<file path="config.mk">
export PLATFORM = sky130hd
export DESIGN_NAME = sha256_message_hash
export DESIGN_NICKNAME = d
export VERILOG_FILES = /design/src/sv/sha_pkg.sv /design/src/sv/sha_ram.sv /design/src/sv/sha_sched.sv /design/src/sv/sha_round.sv /design/src/sv/sha256_message_hash.sv
export SDC_FILE = /design/constraint.sdc
export NUM_CORES = 2
export LEC_CHECK = 0
export BUFFER_PORTS_ARGS = -buffer_cell sky130_fd_sc_hd__buf_2
export CORE_ASPECT_RATIO = 1.2
export CORE_MARGIN = 5
export CORE_UTILIZATION = 30
export DETAILED_ROUTE_END_ITERATION = 10
export PLACE_DENSITY = 0.54
export SKIP_LAST_GASP = 1
export SYNTH_ARGS = -nofsm -noshare
export SYNTH_HDL_FRONTEND = slang
export SYNTH_SLANG_ARGS = --single-unit
</file>
<file path="constraint.sdc">
create_clock -name clk_i -period 14.2 [get_ports clk_i]
set_input_delay 2.84 -clock clk_i [delete_from_list [all_inputs] [get_ports clk_i]]
set_output_delay 2.84 -clock clk_i [all_outputs]
set_load 0.02 [all_outputs]
</file>
<file path="src/sv/sha_pkg.sv">
// Shared types, constants and functions of the SHA-256 message hasher.
package sha_pkg;

  // Block geometry and padding positions
  localparam logic [5:0] BlockLastByte = 6'd63;
  localparam logic [5:0] LenFirstByte  = 6'd56;
  localparam logic [6:0] RoundCount    = 7'd64;
  localparam logic [6:0] DirectWords   = 7'd16;
  localparam logic [7:0] PadMarker     = 8'h80;
  localparam logic [63:0] BitsPerByte  = 64'd8;
  localparam logic [2:0] LastWordIdx   = 3'd7;
  localparam int unsigned SchedDepth   = 16;
  localparam int unsigned WordWidth    = 32;

  // Controller states
  typedef enum logic [2:0] {
    S_IDLE,
    S_LOAD,
    S_RUN,
    S_FEED,
    S_PAD80,
    S_PADZ,
    S_PADL,
    S_OUT
  } sha_state_e;

  // Controls for the schedule memory side
  typedef struct packed {
    logic       put_en;
    logic [7:0] put_byte;
    logic [5:0] put_pos;
    logic       sched_en;
    logic [6:0] sched_idx;
    logic [6:0] rd_idx;
  } sched_ctrl_t;

  // Controls for the compression datapath
  typedef struct packed {
    logic       load;
    logic       step;
    logic       feed;
    logic       init;
    logic [5:0] rnd_idx;
    logic [2:0] rd_word;
  } round_ctrl_t;

  function automatic logic [31:0] ror(input logic [31:0] x, input int unsigned n);
    return (x >> n) | (x << (32 - n));
  endfunction

  function automatic logic [31:0] ssig0(input logic [31:0] x);
    return ror(x, 7) ^ ror(x, 18) ^ (x >> 3);
  endfunction

  function automatic logic [31:0] ssig1(input logic [31:0] x);
    return ror(x, 17) ^ ror(x, 19) ^ (x >> 10);
  endfunction

  function automatic logic [31:0] bsig0(input logic [31:0] x);
    return ror(x, 2) ^ ror(x, 13) ^ ror(x, 22);
  endfunction

  function automatic logic [31:0] bsig1(input logic [31:0] x);
    return ror(x, 6) ^ ror(x, 11) ^ ror(x, 25);
  endfunction

  // Byte of the bit length for tail positions 56..63, big-endian
  function automatic logic [7:0] len_byte(input logic [63:0] len, input logic [2:0] pos);
    logic [63:0] sh;
    sh = len >> {~pos, 3'b000};
    return sh[7:0];
  endfunction

  // Initial hash value
  function automatic logic [31:0] iv_word(input logic [2:0] idx);
    logic [31:0] r;
    unique case (idx)
      3'd0: r = 32'h6a09e667;
      3'd1: r = 32'hbb67ae85;
      3'd2: r = 32'h3c6ef372;
      3'd3: r = 32'ha54ff53a;
      3'd4: r = 32'h510e527f;
      3'd5: r = 32'h9b05688c;
      3'd6: r = 32'h1f83d9ab;
      default: r = 32'h5be0cd19;
    endcase
    return r;
  endfunction

  // Round constants
  function automatic logic [31:0] round_k(input logic [5:0] idx);
    logic [31:0] r;
    unique case (idx)
      6'd0:  r = 32'h428a2f98;  6'd1:  r = 32'h71374491;
      6'd2:  r = 32'hb5c0fbcf;  6'd3:  r = 32'he9b5dba5;
      6'd4:  r = 32'h3956c25b;  6'd5:  r = 32'h59f111f1;
      6'd6:  r = 32'h923f82a4;  6'd7:  r = 32'hab1c5ed5;
      6'd8:  r = 32'hd807aa98;  6'd9:  r = 32'h12835b01;
      6'd10: r = 32'h243185be;  6'd11: r = 32'h550c7dc3;
      6'd12: r = 32'h72be5d74;  6'd13: r = 32'h80deb1fe;
      6'd14: r = 32'h9bdc06a7;  6'd15: r = 32'hc19bf174;
      6'd16: r = 32'he49b69c1;  6'd17: r = 32'hefbe4786;
      6'd18: r = 32'h0fc19dc6;  6'd19: r = 32'h240ca1cc;
      6'd20: r = 32'h2de92c6f;  6'd21: r = 32'h4a7484aa;
      6'd22: r = 32'h5cb0a9dc;  6'd23: r = 32'h76f988da;
      6'd24: r = 32'h983e5152;  6'd25: r = 32'ha831c66d;
      6'd26: r = 32'hb00327c8;  6'd27: r = 32'hbf597fc7;
      6'd28: r = 32'hc6e00bf3;  6'd29: r = 32'hd5a79147;
      6'd30: r = 32'h06ca6351;  6'd31: r = 32'h14292967;
      6'd32: r = 32'h27b70a85;  6'd33: r = 32'h2e1b2138;
      6'd34: r = 32'h4d2c6dfc;  6'd35: r = 32'h53380d13;
      6'd36: r = 32'h650a7354;  6'd37: r = 32'h766a0abb;
      6'd38: r = 32'h81c2c92e;  6'd39: r = 32'h92722c85;
      6'd40: r = 32'ha2bfe8a1;  6'd41: r = 32'ha81a664b;
      6'd42: r = 32'hc24b8b70;  6'd43: r = 32'hc76c51a3;
      6'd44: r = 32'hd192e819;  6'd45: r = 32'hd6990624;
      6'd46: r = 32'hf40e3585;  6'd47: r = 32'h106aa070;
      6'd48: r = 32'h19a4c116;  6'd49: r = 32'h1e376c08;
      6'd50: r = 32'h2748774c;  6'd51: r = 32'h34b0bcb5;
      6'd52: r = 32'h391c0cb3;  6'd53: r = 32'h4ed8aa4a;
      6'd54: r = 32'h5b9cca4f;  6'd55: r = 32'h682e6ff3;
      6'd56: r = 32'h748f82ee;  6'd57: r = 32'h78a5636f;
      6'd58: r = 32'h84c87814;  6'd59: r = 32'h8cc70208;
      6'd60: r = 32'h90befffa;  6'd61: r = 32'ha4506ceb;
      6'd62: r = 32'hbef9a3f7;  default: r = 32'hc67178f2;
    endcase
    return r;
  endfunction

endpackage

</file>
<file path="src/sv/sha_ram.sv">
// Generic RAM: one write port, two registered read ports.
module sha_ram #(
  parameter int unsigned WIDTH = 32,
  parameter int unsigned DEPTH = 16
) (
  input  logic                     clk_i,
  input  logic                     we_i,
  input  logic [$clog2(DEPTH)-1:0] waddr_i,
  input  logic [WIDTH-1:0]         wdata_i,
  input  logic [$clog2(DEPTH)-1:0] raddr_a_i,
  input  logic [$clog2(DEPTH)-1:0] raddr_b_i,
  output logic [WIDTH-1:0]         rdata_a_o,
  output logic [WIDTH-1:0]         rdata_b_o
);

  logic [WIDTH-1:0] mem_q [DEPTH];

  always_ff @(posedge clk_i) begin
    if (we_i) begin
      mem_q[waddr_i] <= wdata_i;
    end
    rdata_a_o <= mem_q[raddr_a_i];
    rdata_b_o <= mem_q[raddr_b_i];
  end

endmodule

</file>
<file path="src/sv/sha_sched.sv">
// Message schedule: byte packing into the 16-word window RAM and word expansion.
module sha_sched (
  input  logic                clk_i,
  input  sha_pkg::sched_ctrl_t ctrl_i,
  output logic [31:0]         w_o
);

  localparam int unsigned AddrW = $clog2(sha_pkg::SchedDepth);

  logic [23:0] acc_q;
  logic [31:0] x16_q, w1_q, w2_q;
  logic [31:0] word_put, w_new, rd_a, rd_b;
  logic        we;
  logic [AddrW-1:0] waddr, raddr_a, raddr_b;
  logic [31:0] wdata;
  logic        direct;

  // Byte packing: word completes on its fourth byte
  assign word_put = {acc_q, ctrl_i.put_byte};

  // Early rounds read stored words, later ones expand
  assign direct = ctrl_i.sched_idx < sha_pkg::DirectWords;
  assign w_new  = direct ? rd_b
                : x16_q + sha_pkg::ssig0(rd_a) + rd_b + sha_pkg::ssig1(w2_q);

  // Write port shared by packing and expansion
  assign we    = (ctrl_i.put_en && (ctrl_i.put_pos[1:0] == 2'b11))
               || (ctrl_i.sched_en && !direct);
  assign waddr = ctrl_i.sched_en ? ctrl_i.sched_idx[AddrW-1:0] : ctrl_i.put_pos[5:2];
  assign wdata = ctrl_i.sched_en ? w_new : word_put;

  // Reads for the next index: W[t-15] on port A, W[t] or W[t-7] on port B
  assign raddr_a = ctrl_i.rd_idx[AddrW-1:0] + AddrW'(1);
  assign raddr_b = (ctrl_i.rd_idx < sha_pkg::DirectWords) ? ctrl_i.rd_idx[AddrW-1:0]
                 : ctrl_i.rd_idx[AddrW-1:0] + AddrW'(9);

  sha_ram #(
    .WIDTH(sha_pkg::WordWidth),
    .DEPTH(sha_pkg::SchedDepth)
  ) u_window (
    .clk_i    (clk_i),
    .we_i     (we),
    .waddr_i  (waddr),
    .wdata_i  (wdata),
    .raddr_a_i(raddr_a),
    .raddr_b_i(raddr_b),
    .rdata_a_o(rd_a),
    .rdata_b_o(rd_b)
  );

  // History: W[t-16] from last port A read, W[t-1] and W[t-2] forwarded
  always_ff @(posedge clk_i) begin
    if (ctrl_i.put_en) begin
      acc_q <= word_put[23:0];
    end
    if (ctrl_i.sched_en) begin
      x16_q <= rd_a;
      w2_q  <= w1_q;
      w1_q  <= w_new;
    end
  end

  assign w_o = w1_q;

endmodule

</file>
<file path="src/sv/sha_round.sv">
// Compression datapath: working variables, round logic and chaining value.
module sha_round (
  input  logic                 clk_i,
  input  logic                 rst_ni,
  input  sha_pkg::round_ctrl_t ctrl_i,
  input  logic [31:0]          w_i,
  output logic [31:0]          digest_o
);

  logic [31:0] v_q [8];
  logic [31:0] chain_q [8];
  logic [31:0] t1, t2, ch, maj;

  // One SHA-256 round on a..h
  assign ch  = (v_q[4] & v_q[5]) ^ (~v_q[4] & v_q[6]);
  assign maj = (v_q[0] & v_q[1]) ^ (v_q[0] & v_q[2]) ^ (v_q[1] & v_q[2]);
  assign t1  = v_q[7] + sha_pkg::bsig1(v_q[4]) + ch
             + sha_pkg::round_k(ctrl_i.rnd_idx) + w_i;
  assign t2  = sha_pkg::bsig0(v_q[0]) + maj;

  // Working variables
  always_ff @(posedge clk_i or negedge rst_ni) begin
    if (!rst_ni) begin
      for (int i = 0; i < 8; i++) begin
        v_q[i] <= '0;
      end
    end else if (ctrl_i.load) begin
      for (int i = 0; i < 8; i++) begin
        v_q[i] <= chain_q[i];
      end
    end else if (ctrl_i.step) begin
      v_q[7] <= v_q[6];
      v_q[6] <= v_q[5];
      v_q[5] <= v_q[4];
      v_q[4] <= v_q[3] + t1;
      v_q[3] <= v_q[2];
      v_q[2] <= v_q[1];
      v_q[1] <= v_q[0];
      v_q[0] <= t1 + t2;
    end
  end

  // Chaining value: feed-forward after a block, initial hash per message
  always_ff @(posedge clk_i or negedge rst_ni) begin
    if (!rst_ni) begin
      for (int i = 0; i < 8; i++) begin
        chain_q[i] <= sha_pkg::iv_word(3'(i));
      end
    end else if (ctrl_i.init) begin
      for (int i = 0; i < 8; i++) begin
        chain_q[i] <= sha_pkg::iv_word(3'(i));
      end
    end else if (ctrl_i.feed) begin
      for (int i = 0; i < 8; i++) begin
        chain_q[i] <= chain_q[i] + v_q[i];
      end
    end
  end

  assign digest_o = chain_q[ctrl_i.rd_word];

endmodule

</file>
<file path="src/sv/sha256_message_hash.sv">
// Top level of the SHA-256 message hasher: controller, padding and digest output.
//
//   channel | valid      | stall       | payload
//   --------+------------+-------------+-------------------------------------------
//   in      | in_valid_i | in_stall_o  | data_byte_i, byte_present_i, end_of_message_i
//   out     | out_valid_o| out_stall_i | digest_word_o, word_index_o, last_word_o
//
// A request is taken while the controller is idle; a request that fills a 64-byte
// block then adds a read prime, a run with the schedule one index ahead of the 64
// rounds, and a feed-forward. End of message: padding plus one or two blocks, then
// eight digest words, one per cycle the output is not stalled.
// Reset loads the initial hash and clears counters; the schedule RAM is not cleared.
// in_stall_o is high whenever the controller is not idle.
module sha256_message_hash (
  input  logic        clk_i,
  input  logic        rst_ni,
  input  logic        in_valid_i,
  output logic        in_stall_o,
  input  logic [7:0]  data_byte_i,
  input  logic        byte_present_i,
  input  logic        end_of_message_i,
  output logic        out_valid_o,
  input  logic        out_stall_i,
  output logic [31:0] digest_word_o,
  output logic [2:0]  word_index_o,
  output logic        last_word_o
);

  sha_pkg::sha_state_e state_q, state_d, ret_q, ret_d;
  logic [5:0]  cnt_q, cnt_d;
  logic [63:0] len_q, len_d;
  logic [6:0]  s_q, s_d;
  logic [2:0]  k_q, k_d;
  logic        out_valid_q, out_valid_d;
  logic [31:0] digest_word_q;
  logic [2:0]  word_index_q;
  logic        last_word_q;
  logic        in_acc, out_load;
  logic [31:0] digest;
  logic [31:0] w_cur;
  sha_pkg::sched_ctrl_t sc;
  sha_pkg::round_ctrl_t rc;

  assign in_stall_o = (state_q != sha_pkg::S_IDLE);
  assign in_acc     = in_valid_i && !in_stall_o;

  // Next state and datapath controls
  always_comb begin
    sha_pkg::sha_state_e nxt;
    nxt          = sha_pkg::S_IDLE;
    state_d      = state_q;
    ret_d        = ret_q;
    cnt_d        = cnt_q;
    len_d        = len_q;
    s_d          = s_q;
    k_d          = k_q;
    out_load     = 1'b0;
    sc           = '0;
    sc.put_pos   = cnt_q;
    rc           = '0;
    rc.rnd_idx   = 6'(s_q - 7'd1);
    rc.rd_word   = k_q;

    unique case (state_q)
      sha_pkg::S_IDLE: begin
        if (in_acc) begin
          nxt = end_of_message_i ? sha_pkg::S_PAD80 : sha_pkg::S_IDLE;
          state_d = nxt;
          if (byte_present_i) begin
            sc.put_en   = 1'b1;
            sc.put_byte = data_byte_i;
            len_d       = len_q + sha_pkg::BitsPerByte;
            if (cnt_q == sha_pkg::BlockLastByte) begin
              state_d = sha_pkg::S_LOAD;
              ret_d   = nxt;
            end
          end
        end
      end
      sha_pkg::S_PAD80: begin
        sc.put_en   = 1'b1;
        sc.put_byte = sha_pkg::PadMarker;
        state_d     = sha_pkg::S_PADZ;
        if (cnt_q == sha_pkg::BlockLastByte) begin
          state_d = sha_pkg::S_LOAD;
          ret_d   = sha_pkg::S_PADZ;
        end
      end
      sha_pkg::S_PADZ: begin
        if (cnt_q == sha_pkg::LenFirstByte) begin
          state_d = sha_pkg::S_PADL;
        end else begin
          sc.put_en = 1'b1;
          if (cnt_q == sha_pkg::BlockLastByte) begin
            state_d = sha_pkg::S_LOAD;
            ret_d   = sha_pkg::S_PADZ;
          end
        end
      end
      sha_pkg::S_PADL: begin
        sc.put_en   = 1'b1;
        sc.put_byte = sha_pkg::len_byte(len_q, cnt_q[2:0]);
        if (cnt_q == sha_pkg::BlockLastByte) begin
          state_d = sha_pkg::S_LOAD;
          ret_d   = sha_pkg::S_OUT;
        end
      end
      sha_pkg::S_LOAD: begin
        // Prime the reads for index zero and copy the chaining value
        rc.load   = 1'b1;
        sc.rd_idx = '0;
        s_d       = '0;
        state_d   = sha_pkg::S_RUN;
      end
      sha_pkg::S_RUN: begin
        // Schedule runs one index ahead of the rounds
        sc.sched_en  = (s_q < sha_pkg::RoundCount);
        sc.sched_idx = s_q;
        sc.rd_idx    = s_q + 7'd1;
        rc.step      = (s_q != '0);
        if (s_q == sha_pkg::RoundCount) begin
          s_d     = '0;
          state_d = sha_pkg::S_FEED;
        end else begin
          s_d = s_q + 7'd1;
        end
      end
      sha_pkg::S_FEED: begin
        rc.feed = 1'b1;
        state_d = ret_q;
      end
      sha_pkg::S_OUT: begin
        if (!out_valid_q || !out_stall_i) begin
          out_load = 1'b1;
          k_d      = k_q + 3'd1;
          if (k_q == sha_pkg::LastWordIdx) begin
            rc.init = 1'b1;
            len_d   = '0;
            state_d = sha_pkg::S_IDLE;
          end
        end
      end
      default: begin
        state_d = sha_pkg::S_IDLE;
      end
    endcase

    if (sc.put_en) begin
      cnt_d = cnt_q + 6'd1;
    end
  end

  assign out_valid_d = out_load || (out_valid_q && out_stall_i);

  // Control registers
  always_ff @(posedge clk_i or negedge rst_ni) begin
    if (!rst_ni) begin
      state_q     <= sha_pkg::S_IDLE;
      ret_q       <= sha_pkg::S_IDLE;
      cnt_q       <= '0;
      len_q       <= '0;
      s_q         <= '0;
      k_q         <= '0;
      out_valid_q <= 1'b0;
    end else begin
      state_q     <= state_d;
      ret_q       <= ret_d;
      cnt_q       <= cnt_d;
      len_q       <= len_d;
      s_q         <= s_d;
      k_q         <= k_d;
      out_valid_q <= out_valid_d;
    end
  end

  // Output register
  always_ff @(posedge clk_i) begin
    if (out_load) begin
      digest_word_q <= digest;
      word_index_q  <= k_q;
      last_word_q   <= (k_q == sha_pkg::LastWordIdx);
    end
  end

  sha_sched u_sched (
    .clk_i (clk_i),
    .ctrl_i(sc),
    .w_o   (w_cur)
  );

  sha_round u_round (
    .clk_i   (clk_i),
    .rst_ni  (rst_ni),
    .ctrl_i  (rc),
    .w_i     (w_cur),
    .digest_o(digest)
  );

  assign out_valid_o   = out_valid_q;
  assign digest_word_o = digest_word_q;
  assign word_index_o  = word_index_q;
  assign last_word_o   = last_word_q;

endmodule

</file>
Word-level counts from Yosys, hierarchy flattened

Memories as Yosys holds them, arrays and structs flattened. A register that Yosys moved wholly into a read port is not among the register bits.
Cells that the tools add are included.

Register bits after elaboration: 755
Bits in writable memories: 512
ROM bits: 2048
Logic and storage cells: 188
Memories kept: 2

Add/subtract/negate cells: 25
Order comparisons: 4
Equality and inequality tests: 20
Shift-type cells: 1
Muxes and demuxes: 53
Bitwise operators: 29
Reductions and logical operators: 24

Memories:

| memory                 | words | bits a word | read ports | clocked after Yosys merged registers in | write ports | line          | RTL |
|---|---|---|---|---|---|---|---|
| (name not given)       | 64    | 32          | 1          | 0                                       | 0           | sha_pkg.sv:93 | `unique case (idx)` |
| u_sched.u_window.mem_q | 16    | 32          | 2          | 2                                       | 1           | sha_ram.sv:16 | `logic [WIDTH-1:0] mem_q [DEPTH];` |

Operators with widths:

| kind                                          | number |
|---|---|
| two-way mux 256 bit                           | 4 |
| adder 32 bit                                  | 18 |
| XOR 32 bit                                    | 9 |
| two-way mux 64 bit                            | 4 |
| AND 32 bit                                    | 5 |
| two-way mux 32 bit                            | 4 |
| one-hot mux 64 bit (2 select lines)           | 1 |
| binary-select mux 32 bit (select 3 bit)       | 1 |
| adder 64 x 4 -> 64 bit, second input constant | 1 |
| right shift 64 x 6 -> 8 bit                   | 1 |
| two-way mux 3 bit                             | 16 |
| NOT 32 bit                                    | 1 |
| bitwise OR 10 x 32 -> 32 bit                  | 1 |
| bitwise OR 13 x 32 -> 32 bit                  | 1 |
| bitwise OR 14 x 32 -> 32 bit                  | 1 |
| bitwise OR 15 x 32 -> 32 bit                  | 1 |
| bitwise OR 19 x 32 -> 32 bit                  | 1 |
| bitwise OR 21 x 32 -> 32 bit                  | 1 |
| bitwise OR 25 x 32 -> 32 bit                  | 1 |
| bitwise OR 26 x 32 -> 32 bit                  | 1 |
| bitwise OR 30 x 32 -> 32 bit                  | 1 |
| bitwise OR 7 x 32 -> 32 bit                   | 1 |
| XOR 32 x 22 -> 32 bit                         | 1 |
| XOR 32 x 29 -> 32 bit                         | 1 |
| 41 further kinds                              | 79 |

Longest topological paths before layout

Depth after elaboration: 10
Gate-level depth with buffers: 43

By module

From an unflattened synthesis, not the netlist that was laid out.

Cell total of the unflattened synthesis: 7929
Area, all modules: 86623.1 um^2

Modules (own cells, without submodules):

| module              | instances | cells an instance | area an instance (um^2) | sequential area each (um^2) |
|---|---|---|---|---|
| sha_round           | 1         | 5370              | 47067.6                 | 12982.5 |
| sha_ram             | 1         | 1141              | 24203.2                 | 16656.0 |
| sha_sched           | 1         | 783               | 8902.3                  | 3603.5 |
| sha256_message_hash | 1         | 635               | 6449.9                  | 3183.1 |

Worst setup path after synthesis

OpenSTA, ideal clock, no wires.

Path type: register to register
Start point: register s_q[0]
End point: register u_round.v_q[254] (netlist bit)
Library setup time: 0.132 ns
Data arrival time: 9.771 ns
Setup slack: 4.297 ns
Cell stages (with the launch flop): 41
Clock period less this slack: 9.903 ns
Path through: dfrtp_1 clkbuf_1 inv_1 clkbuf_1 ha_1 ha_1 clkbuf_1 clkbuf_1 nor2_1 a211oi_1 nor3_1 a2111oi_0 a31oi_1 fa_1 inv_1 fa_1 inv_1 fa_1 [... 5 more ...] a21oi_1 o41a_1 a41o_1 a221o_1 a21o_1 a21oi_1 xnor2_1 fa_1 ha_1 and3_1 nor3b_1 or3_1 a2111oi_4 nor3_2 o311a_1 o211ai_1 o41a_1 o21ai_1

Word-level cells in the longest chain between the ends: 7
Elaborated cells on any way between the ends: 10
Classes of those cells: 4 x add/sub; 3 x mux; 2 x reduce/logical; 1 x memory

Ends and longest elaborated chain:

| item                          | line                       | RTL |
|---|---|---|
| start, declared               | sha256_message_hash.sv:32  | `logic [6:0] s_q, s_d;` |
| start signal, assigned        | sha256_message_hash.sv:162 | `s_q <= '0;` |
| start signal, assigned        | sha256_message_hash.sv:170 | `s_q <= s_d;` |
| subtractor 6 x 1 -> 6 bit     | sha256_message_hash.sv:61  | `rc.rnd_idx = 6'(s_q - 7'd1);` |
| memory read (64 x 32 bit)     | n/a                        |  |
| adder 32 bit (2 in series)    | sha_round.sv:18            | `+ sha_pkg::round_k(ctrl_i.rnd_idx) + w_i;` |
| adder 32 bit                  | sha_round.sv:39            | `v_q[0] <= t1 + t2;` |
| two-way mux 256 bit           | sha_round.sv:31            | `end else if (ctrl_i.step) begin` |
| two-way mux 256 bit           | sha_round.sv:27            | `end else if (ctrl_i.load) begin` |
| end signal, assigned by index | sha_round.sv:29            | `v_q[i] <= chain_q[i];` |
| end, declared                 | sha_round.sv:10            | `logic [31:0] v_q [8];` |

Several ways; a longest one is shown, not always the timed one. The select of a mux whose other input is x is not followed.
A chain may end at the register's enable or synchronous reset.

Final worst setup path

Start point: register s_q[2]
End point: register u_round.v_q[254] (netlist bit)

Same word-level chain as after synthesis.

==> impl_metrics.csv <==
group,metric,value,unit
layout,nets,8693,
die,start_util,0.301,
die,pin_count,52,
sta,worst_pin_slew,1290,ps
die,die_area,295000,um^2
synth,synth-xor-area-share,0.0653,
synth,synth_top_area_frac,0.236,
die,coreArea,283000,um^2
synth,yosysUniqueCellTypes,110,
sta,drv_slew,0,
synth,synth_compound_area_frac,0.169,
layout,layout-drive-gt1-share,0.120,
clock_network,clkTransAtPathRegs,60,ps
detailed_routing,route.antenna.remaining_nets,0,
clock_network,clock_sinks,1328,
synth,synth.cell_area,85200,um^2
placement,hpwl,207,mm
detailed_routing,avgRoutedWirePerCell,24.7,um
worst_setup_path,cp_slowest_stage_delay,700,ps
worst_setup_path,critPathMaxFanout,81,
detailed_routing,routed_wl,297,mm
detailed_routing,drcViolationCount,0,
synth,synth-simple-area-share,0.118,
worst_setup_path,slowest_stage,"buf_4",
die,die_w,496,um
clock_network,post-cts-setup-buffers,0,
worst_setup_path,arrival,11270,ps
synth,ys_ff_latch,1328,
global_route,grt_pass1_vias,66200,
synth,synth_edf_count,668,
worst_setup_path,crit_path_frequent_cell,"fa_1",
detailed_routing,dr.pass1.iters,6,
detailed_routing,via_per_inst,5.51,
worst_setup_path,startpoint_type,"flop",
detailed_routing,num_vias,66100,
detailed_routing,met2_length,146,mm
sta,finalCritPeriodShare,0.745,
placement,gp_congestion,0.943,
hold_path,hp-class,"flop to flop",
sta,clock.fmax,94.5,MHz
detailed_routing,routed.top_layer,"met4",
global_route,grt_util_all_layers,0.196,
sta,relSlewSlack,0.135,
clock_network,htreeDepth,4,
worst_setup_path,critPathTopFamily,"adder cells",
clock_network,ctsLongestPathBuffers,3,
run_status,outcome,"completed",
worst_setup_path,worst-path-buf-inv,5,
sta,rsz0062_at_grt,"no",
detailed_routing,wl_met1,123,mm
worst_setup_path,critPathCaptureType,"flop",
worst_setup_path,critical_path_class,"flop to flop",
detailed_routing,drt_iter0_markers,5595,
clock_network,cts_root_buffer,"clkbuf_16",
clock_network,cts-resized-gates,0,
die,die_h,594,um
global_route,grt_pass1_wl,439,mm
synth,async_flop_share,0.449,
synth,syn-num-nets,8843,
clock_network,cts_buffers,158,
sta,fin_setup_tns,0,ps
synth,synth.largest_area_cell,"edfxtp_1",
global_route,grt_antenna_before_repair,3,
layout,syn2layout_area_growth,11.6,%
synth,yosys_warnings,0,
synth,synth.area.top_cells,"edfxtp_1, dfrtp_1, mux4_2",
sta,worst_clock_skew,105,ps
global_route,grt_max_degree,179,
worst_setup_path,reg2reg_setup_slack,3610,ps
worst_setup_path,cp_data_required_time,14890,ps
placement,portBuffers,51,
synth,seq_area_frac_synth,0.428,
sta,setup_viol,0,
synth,synth.area.mux_share,0.0760,
synth,yosysMostFrequentCell,"nand2_1",
synth,synth-adder-area-share,0.107,
synth,ys_top_cells_by_count,"nand2_1, nor2_1, edfxtp_1",
detailed_routing,routed-wl-met3,14.8,mm
clock_network,insertion_delay,870,ps
clock_network,cts_hold_repair.buffers,0,
synth,synth_top_family_by_area,"compound AO/OA/AOI/OAI gates",
sta,fin_crit,10590,ps
run,drv_cap,0,
clock_network,cts_tree,"yes",
synth,avgSynthCellArea,10.3,um^2
die,fp-row-count,214,
global_route,overflow,0,
synth,synthFlopType,"edfxtp_1",
synth,synthCells,8238,
sta,hold_viol_final,0,
[flip-flops by register name, summed over array words and instances (netlist names)]
| name | count |
|---|---|
| u_sched.u_window.mem_q | 512 |
| u_round.chain_q | 256 |
| u_round.v_q | 256 |
| len_q | 61 |
| digest_word_o | 32 |
| u_sched.u_window.rdata_a_o | 32 |
| u_sched.u_window.rdata_b_o | 32 |
| u_sched.w2_q | 32 |
| u_sched.w_o | 32 |
| u_sched.x16_q | 32 |
| u_sched.acc_q | 24 |
| s_q | 7 |
| cnt_q | 6 |
| k_q | 3 |
| ret_q | 3 |
| state_q | 3 |
| word_index_o | 3 |
| last_word_o | 1 |
| out_valid_o | 1 |
[worst register-to-register path, delay by kind of cell (launching register included)]
family,cells,cell delay (ps)
AOI/OAI and AO/OA,16,3210
buffers and inverters,5,1300
adders and majority gates,8,3270
and+or+nand+nor,10,2030
DFF,1,610
[metrics by stage]
| stage | utilization | setup WS (ps) | hold WS (ps) | cells | instance area [um^2] |
|---|---|---|---|---|---|
| floorplan | - | 4300 | 422 | 8238 | 85200 |
| global placement | 0.317 | 3720 | 426 | 11700 | 89600 |
| detailed placement | 0.317 | 3700 | 433 | 11700 | 89600 |
| CTS | 0.336 | 3700 | 448 | 12000 | 95100 |
| global route | 0.336 | 2920 | 457 | 12000 | 95100 |
| finish | 0.336 | 3610 | 444 | 12000 | 95100 |
[cells by family after synthesis]
group	count (synthesis)
fa+ha+maj	613
compound gates	2267
mux	341
buf+inv	803
xor+xnor	635
simple gates	2251
flops	1328
[final cells by class]
cell class	instances	area [um^2]
repair buffers	182	1320
fillers	28300	188000
inverters	311	1170
flip-flops and latches	1328	36400
clock inverters	72	972
well taps	3780	4730
clock buffers	224	4440
multi-input cells	6107	46000
diodes	1	2.50
[routing by layer]
| layer | global-route usage | up-vias |
|---|---|---|
| li1 | - | 29800 |
| met1 | 0.251 | 33600 |
| met2 | 0.334 | 2136 |
| met3 | 0.0252 | 526 |
| met4 | 0.0781 | 0 |
| met5 | 0 | - |
[cells in the final DEF, fill, tap and decap left out, types with 237 or more instances in the layout]
cell type,n
dfrtp_1,457
nor2_1,737
xnor2_1,403
edfxtp_1,668
ha_1,394
nand2_1,771
inv_1,305
o21ai_0,488
a21oi_1,542
mux4_2,237
[path summary, 6_finish.rpt]
check                                                         to                         from  depth (start not counted)
worst max-delay path                u_round.v_q[254]$_DFFE_PN0P_           s_q[2]$_DFFE_PN0P_                         39
worst min-delay path                 u_sched.acc_q[23]$_DFFE_PP_  u_sched.acc_q[15]$_DFFE_PP_                          0
worst max register to register      u_round.v_q[254]$_DFFE_PN0P_           s_q[2]$_DFFE_PN0P_                         39
worst min register to register       u_sched.acc_q[23]$_DFFE_PP_  u_sched.acc_q[15]$_DFFE_PP_                          0
max in group asynchronous                  len_q[25]$_DFFE_PN0P_                       rst_ni                          3
min in group asynchronous       u_round.chain_q[193]$_DFFE_PN0P_                       rst_ni                          1
Power is left out: the tool's default activity adds up to more than one toggle a clock period on the data nets, which glitch-free logic cannot reach.
